$ cat src/sv/kpc_pkg.sv
// Shared types, keyword tables and result codes for the keyword plausibility classifier.
package kpc_pkg;

  localparam int WINDOW_LEN_DEF = 20;
  localparam int COUNT_BITS_DEF = 32;

  localparam int KW_CHARS = 20;
  localparam int KW_BITS  = 8 * KW_CHARS;
  localparam int NUM_KW   = 14;

  localparam int OUT_DATA_BITS = 144;
  localparam int TOTAL_BITS    = 32;
  localparam int SCORE_BITS    = 7;

  typedef enum logic [1:0] {
    KIND_NONE     = 2'd0,
    KIND_PHYSICS  = 2'd1,
    KIND_RESOURCE = 2'd2,
    KIND_SCALE    = 2'd3
  } kind_t;

  typedef enum logic [1:0] {
    LEVEL_PLAUSIBLE   = 2'd0,
    LEVEL_IMPLAUSIBLE = 2'd1,
    LEVEL_IMPOSSIBLE  = 2'd2
  } level_t;

  localparam logic [SCORE_BITS-1:0] SCORE_NONE     = 7'd100;
  localparam logic [SCORE_BITS-1:0] SCORE_PHYSICS  = 7'd0;
  localparam logic [SCORE_BITS-1:0] SCORE_RESOURCE = 7'd20;
  localparam logic [SCORE_BITS-1:0] SCORE_SCALE    = 7'd30;

  typedef struct packed {
    logic physics;
    logic resource;
    logic scale;
  } hits_t;

  // Last character of each keyword sits in bits [7:0].
  localparam logic [KW_BITS-1:0] KW_TEXT [NUM_KW] = '{
    KW_BITS'("perpetual motion"),
    KW_BITS'("faster than light"),
    KW_BITS'("infinite energy"),
    KW_BITS'("time travel"),
    KW_BITS'("teleport"),
    KW_BITS'("antigravity"),
    KW_BITS'("unlimited"),
    KW_BITS'("infinite resource"),
    KW_BITS'("costless"),
    KW_BITS'("free energy"),
    KW_BITS'("microscopic universe"),
    KW_BITS'("infinitely large"),
    KW_BITS'("zero volume"),
    KW_BITS'("instant construction")
  };

  localparam int KW_LEN [NUM_KW] = '{16, 17, 15, 11, 8, 11, 9, 17, 8, 11, 20, 16, 11, 20};

  localparam kind_t KW_GROUP [NUM_KW] = '{
    KIND_PHYSICS, KIND_PHYSICS, KIND_PHYSICS, KIND_PHYSICS, KIND_PHYSICS, KIND_PHYSICS,
    KIND_RESOURCE, KIND_RESOURCE, KIND_RESOURCE, KIND_RESOURCE,
    KIND_SCALE, KIND_SCALE, KIND_SCALE, KIND_SCALE
  };

endpackage

$ cat src/sv/keyword_plausibility_classifier.sv
// Top level of the keyword plausibility classifier: byte window, flags, counters, result register.
//
// Input stream: one statement byte per beat. tdata carries the byte, tuser says whether
// the beat holds a byte (0 marks a bare marker), tlast closes the statement.
// Output stream: one result beat per statement, sent for the beat that carries tlast.
// It holds the verdict (level, kind, feasible flag, score) and four running totals.
// Throughput: one input beat per cycle unless a closing beat waits for the output register;
// the keyword compares on the window run in parallel in the stage between the input
// register and the result register. A closing beat passes through the input register and
// then the output register, which offers its result beat.
// A stalled result holds in the output register; the stage ahead holds a closing beat
// until the register frees, other beats keep flowing, and input ready drops only when
// both are full. Reset clears the window, the keyword flags and all totals; totals are
// COUNT_BITS wide, wrap, and show in the low 32 bits of their fields.
module keyword_plausibility_classifier #(
  parameter int WINDOW_LEN = kpc_pkg::WINDOW_LEN_DEF,
  parameter int COUNT_BITS = kpc_pkg::COUNT_BITS_DEF
) (
  input  logic                              clk,
  input  logic                              rst,
  input  logic                              s_axis_tvalid,
  output logic                              s_axis_tready,
  input  logic [7:0]                        s_axis_tdata,  // char_code
  input  logic                              s_axis_tuser,  // carries_char
  input  logic                              s_axis_tlast,  // end_of_statement
  output logic                              m_axis_tvalid,
  input  logic                              m_axis_tready,
  // level[1:0], violation_kind[3:2], feasible[4], score_percent[11:5],
  // checks_total[43:12], impossible_total[75:44], implausible_total[107:76],
  // physics_total[139:108], zero[143:140]
  output logic [kpc_pkg::OUT_DATA_BITS-1:0] m_axis_tdata
);
  import kpc_pkg::*;

  localparam int HIST_BITS = 8 * (WINDOW_LEN - 1);

  logic                  in_valid;
  logic [7:0]            in_char;
  logic                  in_carries;
  logic                  in_last;
  logic [HIST_BITS-1:0]  hist;
  hits_t                 seen;
  logic [COUNT_BITS-1:0] checks;
  logic [COUNT_BITS-1:0] impossible;
  logic [COUNT_BITS-1:0] implausible;
  logic [COUNT_BITS-1:0] physics;

  logic                  out_valid;
  level_t                out_level;
  kind_t                 out_kind;
  logic                  out_feasible;
  logic [SCORE_BITS-1:0] out_score;
  logic [TOTAL_BITS-1:0] out_checks;
  logic [TOTAL_BITS-1:0] out_impossible;
  logic [TOTAL_BITS-1:0] out_implausible;
  logic [TOTAL_BITS-1:0] out_physics;

  logic [8*WINDOW_LEN-1:0] win_full;
  hits_t                   hits;
  hits_t                   seen_next;
  logic                    out_free;
  logic                    stage_fire;
  logic                    close_fire;
  logic [COUNT_BITS-1:0]   checks_next;
  logic [COUNT_BITS-1:0]   impossible_next;
  logic [COUNT_BITS-1:0]   implausible_next;
  logic [COUNT_BITS-1:0]   physics_next;
  level_t                  level_next;
  kind_t                   kind_next;
  logic                    feasible_next;
  logic [SCORE_BITS-1:0]   score_next;

  assign win_full = {hist, in_char};

  kpc_match u_match (
    .win  (win_full[KW_BITS-1:0]),
    .hits (hits)
  );

  assign out_free      = !out_valid || m_axis_tready;
  assign stage_fire    = in_valid && (!in_last || out_free);
  assign close_fire    = stage_fire && in_last;
  assign s_axis_tready = !in_valid || stage_fire;

  assign seen_next = in_carries ? (seen | hits) : seen;

  always_comb begin
    checks_next      = checks + 1'b1;
    impossible_next  = impossible;
    implausible_next = implausible;
    physics_next     = physics;
    level_next       = LEVEL_PLAUSIBLE;
    kind_next        = KIND_NONE;
    feasible_next    = 1'b1;
    score_next       = SCORE_NONE;
    if (seen_next.physics) begin
      level_next      = LEVEL_IMPOSSIBLE;
      kind_next       = KIND_PHYSICS;
      feasible_next   = 1'b0;
      score_next      = SCORE_PHYSICS;
      impossible_next = impossible + 1'b1;
      physics_next    = physics + 1'b1;
    end else if (seen_next.resource) begin
      level_next       = LEVEL_IMPLAUSIBLE;
      kind_next        = KIND_RESOURCE;
      score_next       = SCORE_RESOURCE;
      implausible_next = implausible + 1'b1;
    end else if (seen_next.scale) begin
      level_next       = LEVEL_IMPLAUSIBLE;
      kind_next        = KIND_SCALE;
      score_next       = SCORE_SCALE;
      implausible_next = implausible + 1'b1;
    end
  end

  always_ff @(posedge clk) begin
    if (rst) begin
      in_valid    <= 1'b0;
      out_valid   <= 1'b0;
      hist        <= '0;
      seen        <= '0;
      checks      <= '0;
      impossible  <= '0;
      implausible <= '0;
      physics     <= '0;
    end else begin
      if (s_axis_tready) begin
        in_valid <= s_axis_tvalid;
      end
      if (close_fire) begin
        out_valid <= 1'b1;
      end else if (m_axis_tready) begin
        out_valid <= 1'b0;
      end
      if (stage_fire) begin
        if (in_last) begin
          hist        <= '0;
          seen        <= '0;
          checks      <= checks_next;
          impossible  <= impossible_next;
          implausible <= implausible_next;
          physics     <= physics_next;
        end else begin
          seen <= seen_next;
          if (in_carries) begin
            hist <= win_full[HIST_BITS-1:0];
          end
        end
      end
    end
  end

  always_ff @(posedge clk) begin
    if (s_axis_tready) begin
      in_char    <= s_axis_tdata;
      in_carries <= s_axis_tuser;
      in_last    <= s_axis_tlast;
    end
    if (close_fire) begin
      out_level       <= level_next;
      out_kind        <= kind_next;
      out_feasible    <= feasible_next;
      out_score       <= score_next;
      out_checks      <= TOTAL_BITS'(checks_next);
      out_impossible  <= TOTAL_BITS'(impossible_next);
      out_implausible <= TOTAL_BITS'(implausible_next);
      out_physics     <= TOTAL_BITS'(physics_next);
    end
  end

  assign m_axis_tvalid = out_valid;
  assign m_axis_tdata  = {4'b0000, out_physics, out_implausible, out_impossible, out_checks,
                          out_score, out_feasible, out_kind, out_level};

  a_close_loads_result: assert property (@(posedge clk) disable iff (rst)
    close_fire |=> m_axis_tvalid)
    else $error("closing beat did not load a result");

  a_close_clears_flags: assert property (@(posedge clk) disable iff (rst)
    close_fire |=> (seen == '0) && (hist == '0))
    else $error("statement state not cleared after closing beat");

  a_feasible_matches_kind: assert property (@(posedge clk) disable iff (rst)
    m_axis_tvalid |-> (out_feasible == (out_kind != KIND_PHYSICS)))
    else $error("feasible flag disagrees with violation kind");

  a_checks_advance: assert property (@(posedge clk) disable iff (rst)
    close_fire |=> (checks == $past(checks) + 1'b1))
    else $error("check total did not advance on a closing beat");

endmodule

$ cat src/sv/kpc_match.sv
// Parallel keyword compare of the byte window ending at the newest byte.
module kpc_match (
  input  logic [kpc_pkg::KW_BITS-1:0] win,
  output kpc_pkg::hits_t              hits
);
  import kpc_pkg::*;

  logic [NUM_KW-1:0] hit;

  for (genvar k = 0; k < NUM_KW; k++) begin : g_kw
    localparam logic [KW_BITS-1:0] MASK = ~({KW_BITS{1'b1}} << (8 * KW_LEN[k]));
    assign hit[k] = ((win ^ KW_TEXT[k]) & MASK) == '0;
  end

  always_comb begin
    hits = '0;
    for (int k = 0; k < NUM_KW; k++) begin
      if (hit[k]) begin
        case (KW_GROUP[k])
          KIND_PHYSICS:  hits.physics  = 1'b1;
          KIND_RESOURCE: hits.resource = 1'b1;
          KIND_SCALE:    hits.scale    = 1'b1;
          default:       hits.scale    = hits.scale;
        endcase
      end
    end
  end

endmodule

$ cat config.mk
export PLATFORM = sky130hd
export DESIGN_NAME = keyword_plausibility_classifier
export DESIGN_NICKNAME = d
export VERILOG_FILES = /design/src/sv/kpc_pkg.sv /design/src/sv/keyword_plausibility_classifier.sv /design/src/sv/kpc_match.sv
export SDC_FILE = /design/constraint.sdc
export NUM_CORES = 1
export LEC_CHECK = 0
export BUFFER_PORTS_ARGS = -buffer_cell sky130_fd_sc_hd__buf_2
export CAP_MARGIN = 30
export CORE_AREA = 4 4 202 165
export CTS_BUF_LIST = sky130_fd_sc_hd__clkbuf_8
export DETAILED_ROUTE_END_ITERATION = 12
export DIE_AREA = 0 0 206 169
export PLACE_DENSITY = 0.85
export SLEW_MARGIN = 10
export SYNTH_ARGS = -nofsm -noshare
export SYNTH_HDL_FRONTEND = slang
export SYNTH_SLANG_ARGS = --single-unit
$ cat constraint.sdc
create_clock -name clk -period 12.6 [get_ports clk]
set_clock_uncertainty 0.05 [all_clocks]
set_input_delay 1.26 -clock clk [delete_from_list [all_inputs] [get_ports clk]]
set_output_delay 1.26 -clock clk [all_outputs]
set_load 0.01 [all_outputs]
-- Word level (Yosys, flattened, before mapping)
Index checks and enable logic that the tools add are counted.
- bits in registers: 435
- input bits: 14
- output and inout bits: 146
- word-level logic and storage cells: 100
- $add $sub $neg: 4
- muxes and demuxes: 32
- bitwise logic cells: 15
- reduce and logical (&&, ||, !) cells: 27
- operators by type and width (cell ; count):
    zero test 160 bit ; 14
    two-way mux 152 bit ; 2
    two-way mux 32 bit ; 5
    adder 32 x 1 -> 32 bit, second input constant ; 4
    inverter 87 bit ; 1
    inverter 86 bit ; 1
    inverter 71 bit ; 1
    inverter 65 bit ; 1
    inverter 64 bit ; 1
    inverter 62 bit ; 1
    inverter 61 bit ; 1
    inverter 49 bit ; 1
    inverter 46 bit ; 1
    inverter 44 bit ; 1
    inverter 42 bit ; 1
    inverter 38 bit ; 1
    inverter 37 bit ; 1
    inverter 33 bit ; 1
    two-way mux 1 bit ; 15
    two-way mux 2 bit ; 6
    two-way mux 7 bit ; 1
    two-way mux 3 bit ; 2
    two-way mux 5 bit ; 1
    AND reduction 2 bit ; 2
    other kinds (6) ; 12

-- Longest topological paths before layout
- depth in word-level cells: 15
- mapped depth: 13
- mapped depth without buffers: 9

-- By module
From an unflattened synthesis, not the netlist that was laid out.
- cell total of the unflattened synthesis: 1982
- area, all modules: 19487.4 µm²
- by module, submodules not included (module ; instances ; cells each ; area an instance (µm²)):
    keyword_plausibility_classifier ; 1 ; 1704 ; 17520.6
    kpc_match ; 1 ; 278 ; 1966.9

-- Least setup slack after synthesis
No wires, ideal clock.
- kind: input -> register
- start: input m_axis_tready
- end: register checks[23]
- arrival: 6701 ps
- setup slack: 5722 ps
- cell stages on the path: 9
- buffers on the path: 2
- cell sequence: nor2b_1 -> a21boi_0 -> nand2_1 -> clkinv_1 -> clkbuf_1 -> clkbuf_1 -> nand2_1 -> xnor2_1 -> nor2_1
- word-level cells in the longest chain between the ends: 4
- ends and longest elaborated chain (what ; line ; RTL):
    start, declared ; keyword_plausibility_classifier.sv:27 ; input logic m_axis_tready,
    logical OR 1 bit ; keyword_plausibility_classifier.sv:80 ; assign out_free = !out_valid || m_axis_tready;
    logical OR 1 bit ; keyword_plausibility_classifier.sv:81 ; assign stage_fire = in_valid && (!in_last || out_free);
    logical AND 1 bit ; keyword_plausibility_classifier.sv:81 ;
    AND reduction 2 bit (no line) ; n/a ;
    end signal, assigned ; keyword_plausibility_classifier.sv:139 ; checks <= checks_next;
    end, declared ; keyword_plausibility_classifier.sv:43 ; logic [COUNT_BITS-1:0] checks;
No other way between the ends.
A chain may end at the register's enable or synchronous reset.

-- Worst setup path in the final report
- start: register hist[78]
- end: register out_implausible[1], data pin
- word-level cells in the longest chain between the ends: 11
- elaborated cells on any way between the ends: 39
- classes of those cells: mux: 17; bitwise: 11; reduce/logical: 11
- ends and longest elaborated chain (what ; line ; RTL):
    start, declared ; keyword_plausibility_classifier.sv:41 ; logic [HIST_BITS-1:0] hist;
    start signal, assigned ; keyword_plausibility_classifier.sv:146 ; hist <= win_full[HIST_BITS-1:0];
    inverter 86 bit (no line) or inverter 65 bit (tied branches) ; n/a ;
    zero test 160 bit ; kpc_match.sv:12 ; assign hit[k] = ((win ^ KW_TEXT[k]) & MASK) == '0;
    two-way mux 1 bit (4 in series) ; kpc_match.sv:18 ; if (hit[k]) begin
    OR 3 bit (*) ; keyword_plausibility_classifier.sv:85 ; assign seen_next = in_carries ? (seen | hits) : seen;
    two-way mux 3 bit (*) ; keyword_plausibility_classifier.sv:85 ;
    two-way mux 32 bit or OR 3 bit (tied branches) ; keyword_plausibility_classifier.sv:108, keyword_plausibility_classifier.sv:85 ;
    two-way mux 32 bit or two-way mux 3 bit (tied branches) ; keyword_plausibility_classifier.sv:103, keyword_plausibility_classifier.sv:85 ;
    two-way mux 32 bit (*) ; keyword_plausibility_classifier.sv:96 ; if (seen_next.physics) begin
    named net implausible_next[1] ; keyword_plausibility_classifier.sv:66 ; logic [COUNT_BITS-1:0] implausible_next;
    end signal, assigned ; keyword_plausibility_classifier.sv:166 ; out_implausible <= TOTAL_BITS'(implausible_next);
    end, declared ; keyword_plausibility_classifier.sv:55 ; logic [TOTAL_BITS-1:0] out_implausible;
Mark *: on every way through the listed nets, which the timed path passes. The rest lies on a longest branch.

==> out/metrics.yaml <==
grt_busiest_layer: "met2"
dp_cells: 2547
relSlewSlack: 0.309
clk_pin_slew_ps: 60
die_w_um: 206
grt_pass1_vias: 16200
antenna_found_initial: 2
drv_slew: 0
finalHoldViolations: 0
place_congestion: 1.02
powerDensity_nw_per_um2: 115
status: "completed"
power_mw: 2.56
drt_wl_total_um: 59200
final-seq-area_um2: 10100
hold_class: "reg2reg"
initial_utilization: 0.646
fill_cells: 2260
timing.final.crit_share: 0.386
crit_buf_inv: 5
path_cells: "nor4bb_2 > nand4_1 > or4_1 > or4_1 > o211ai_1 > buf_4 > o21ai_4 > buf_16 > clkinv_2 > buf_4 > buf_16 > nor2_1 > mux2_2"
multiInputGateArea_um2: 9400
period_needed_ps: 4860
htreeDepth: 2
drt.antenna.violating_nets: 0
place_ws_ps: 7140
synthSimpleGateAreaFrac: 0.273
cp_max_fo: 84
io_pins: 160
start_kind: "flip-flop"
yosys_warnings: 0
synth_compound_area_frac: 0.102
p_leak_nw: 8.02
viasPerCell: 6.55
synth.distinct_cells: 64
wire_per_inst_um: 22.2
place_area_um2: 21100
syn_avg_cell_area_um2: 9.64
grtUsageMet2: 0.497
clockBufferDepth: 3
fin_ws_ps: 7740
final_cell_mix: "285 x dfxtp_1, 274 x nor2_1, 154 x buf_2, 152 x a22oi_1, 145 x edfxtp_1"
criticalPathCategory: "reg2reg"
setup_violations: 0
cts_setup_buffers: 0
grt_first_pass_wirelength_um: 91600
async_flop_share: 0
nets: 2212
dieArea_um2: 34800
grt_use_total: 0.330
grt_use_met1: 0.470
areaGrowthSynthToFinish_pct: 10.9
finalSetupTns_ps: 0
ir_drop_mv: 0.0966
final_common_cell: "dfxtp_1"
end_kind: "flip-flop"
synth_area_leaders: "dfxtp_1 28%, edfxtp_1 22%, a22oi_1 5.7%, nor2_1 5.1%, xnor2_1 3.5%"
synthFlopType: "dfxtp_1"
yosys_register_bits: 430
fin_cells: 2665
synthAdderAreaFrac: 0.00248
cts_resized: 0
dp_hpwl_um: 40000
drive_above_1_share: 0.148
required_ps: 12910
worst_slew_pin_slew_ps: 1020
fmax_mhz: 206
grt_max_degree: 135
cap_violations: 0
synthMuxAreaShare: 0.0195
cts_tree: "yes"
crit_path_max_incr_delay_ps: 920
holdBufCountCts: 0
netlist.area_leader.share: 0.283
cts.sinks: 430
synth_xor_area_frac: 0.0665
synth_top_family_by_area: "simple AND/OR/NAND/NOR gates"
rows: 58
critical-path-slowest-cell: "nor4bb_2"
drc: 0
die_h_um: 169
cts_buffers: 60
final_area_um2: 22300
rsz0062_at_grt: "no"
synth_top_cell_by_area: "dfxtp_1"
core_area_um2: 31200
drtIter0Drc: 2296
grt_use_met3: 0.0940
arrival_ps: 5170
diodes: 0
vias: 17500
io_buffers: 154
ys_seq_area_frac: 0.499
insertion_delay_ps: 650
drt-pass1-iter-count: 6
syn_area_um2: 20200
cp_top_family: "simple AND/OR/NAND/NOR gates"
synth_edf_count: 145
root_buffer: "clkbuf_8"
grt_overflow_total: 0
synthCells: 2090
## cell type report
class	count	share of cell area
flip-flops and latches	430	0.450
well taps	420	0.0235
clock inverters	42	0.00907
clock buffers	71	0.0437
repair buffers	184	0.0475
multi-input cells	1489	0.421
inverters	29	0.00515
## synthesized netlist by cell type (11+ instances only)
master	instances
xnor2_1	80
nand3b_1	16
nor4b_1	23
edfxtp_1	145
a22oi_1	152
nand4_1	65
nor4_1	65
and3b_1	12
o31ai_1	14
o21ai_0	49
and4b_1	13
nand4b_1	17
buf_4	12
or3_1	66
nand3_1	83
nor2_1	275
nor2b_1	39
mux2_2	33
dfxtp_1	285
nand2_1	101
nor3_1	55
xor2_1	73
nor4bb_1	32
or2_2	11
inv_1	27
buf_2	12
clkbuf_1	110
and3_1	31
and2_1	11
a21oi_1	64
or4_1	29
## flip-flops by register name, indices dropped and copies added (netlist names), 3 cells and up
| name | flops |
|---|---|
| checks | 32 |
| hist | 152 |
| implausible | 32 |
| impossible | 32 |
| in_char | 8 |
| out_checks | 32 |
| out_implausible | 32 |
| out_impossible | 32 |
| out_physics | 32 |
| out_score | 3 |
| physics | 32 |
| seen | 3 |
## cells by family (layout without fill, tap and decap cells)
family                   count (synthesis)  in the layout
adder cells (fa/ha/maj)                  4              4
buffers and inverters                  175            326
XOR/XNOR                               153            153
AO/OA/AOI/OAI                          306            306
multiplexers                            35             35
flip-flops                             430            430
AND/OR/NAND/NOR                        986            986
other                                    1              5
## where the power goes
part / switching, mW / internal [mW] / leakage, nW
Combinational: 0.0488 / 0.0119 / 3.45
Clock: 0.528 / 0.532 / 0.701
Sequential: 0.00640 / 1.43 / 3.87
Total: 0.584 / 1.98 / 8.02
## per-layer routing
metal	part of all wire	vias to the layer above
li1	-	7934
met1	0.42	8472
met2	0.45	942
met3	0.11	117
met4	0.024	2
met5	0.00029	-
## path summary, 6_finish.rpt
check                           startpoint            endpoint  slack, ps  cells after the start
worst max-delay path              hist[78]  out_implausible[1]       7740                     13
worst min register to register   checks[1]           checks[1]        440                      2
worst max register to register    hist[78]  out_implausible[1]       7740                     13
worst min-delay path             checks[1]           checks[1]        440                      2
## per-stage QoR
stage,hold WS [ps],utilization
finish,441,0.716
global route,463,0.716
CTS,439,0.714
detailed placement,430,0.676
global placement,417,0.675
floorplan,404,-
## worst min-delay path: cells and delay by family, from the launching register on
| kind | cells | cell delay [ps] |
|---|---|---|
| simple gates | 1 | 60 |
| flops | 1 | 330 |
| compound gates | 1 | 50 |
No activity file was read; power rests on OpenSTA's default activity.
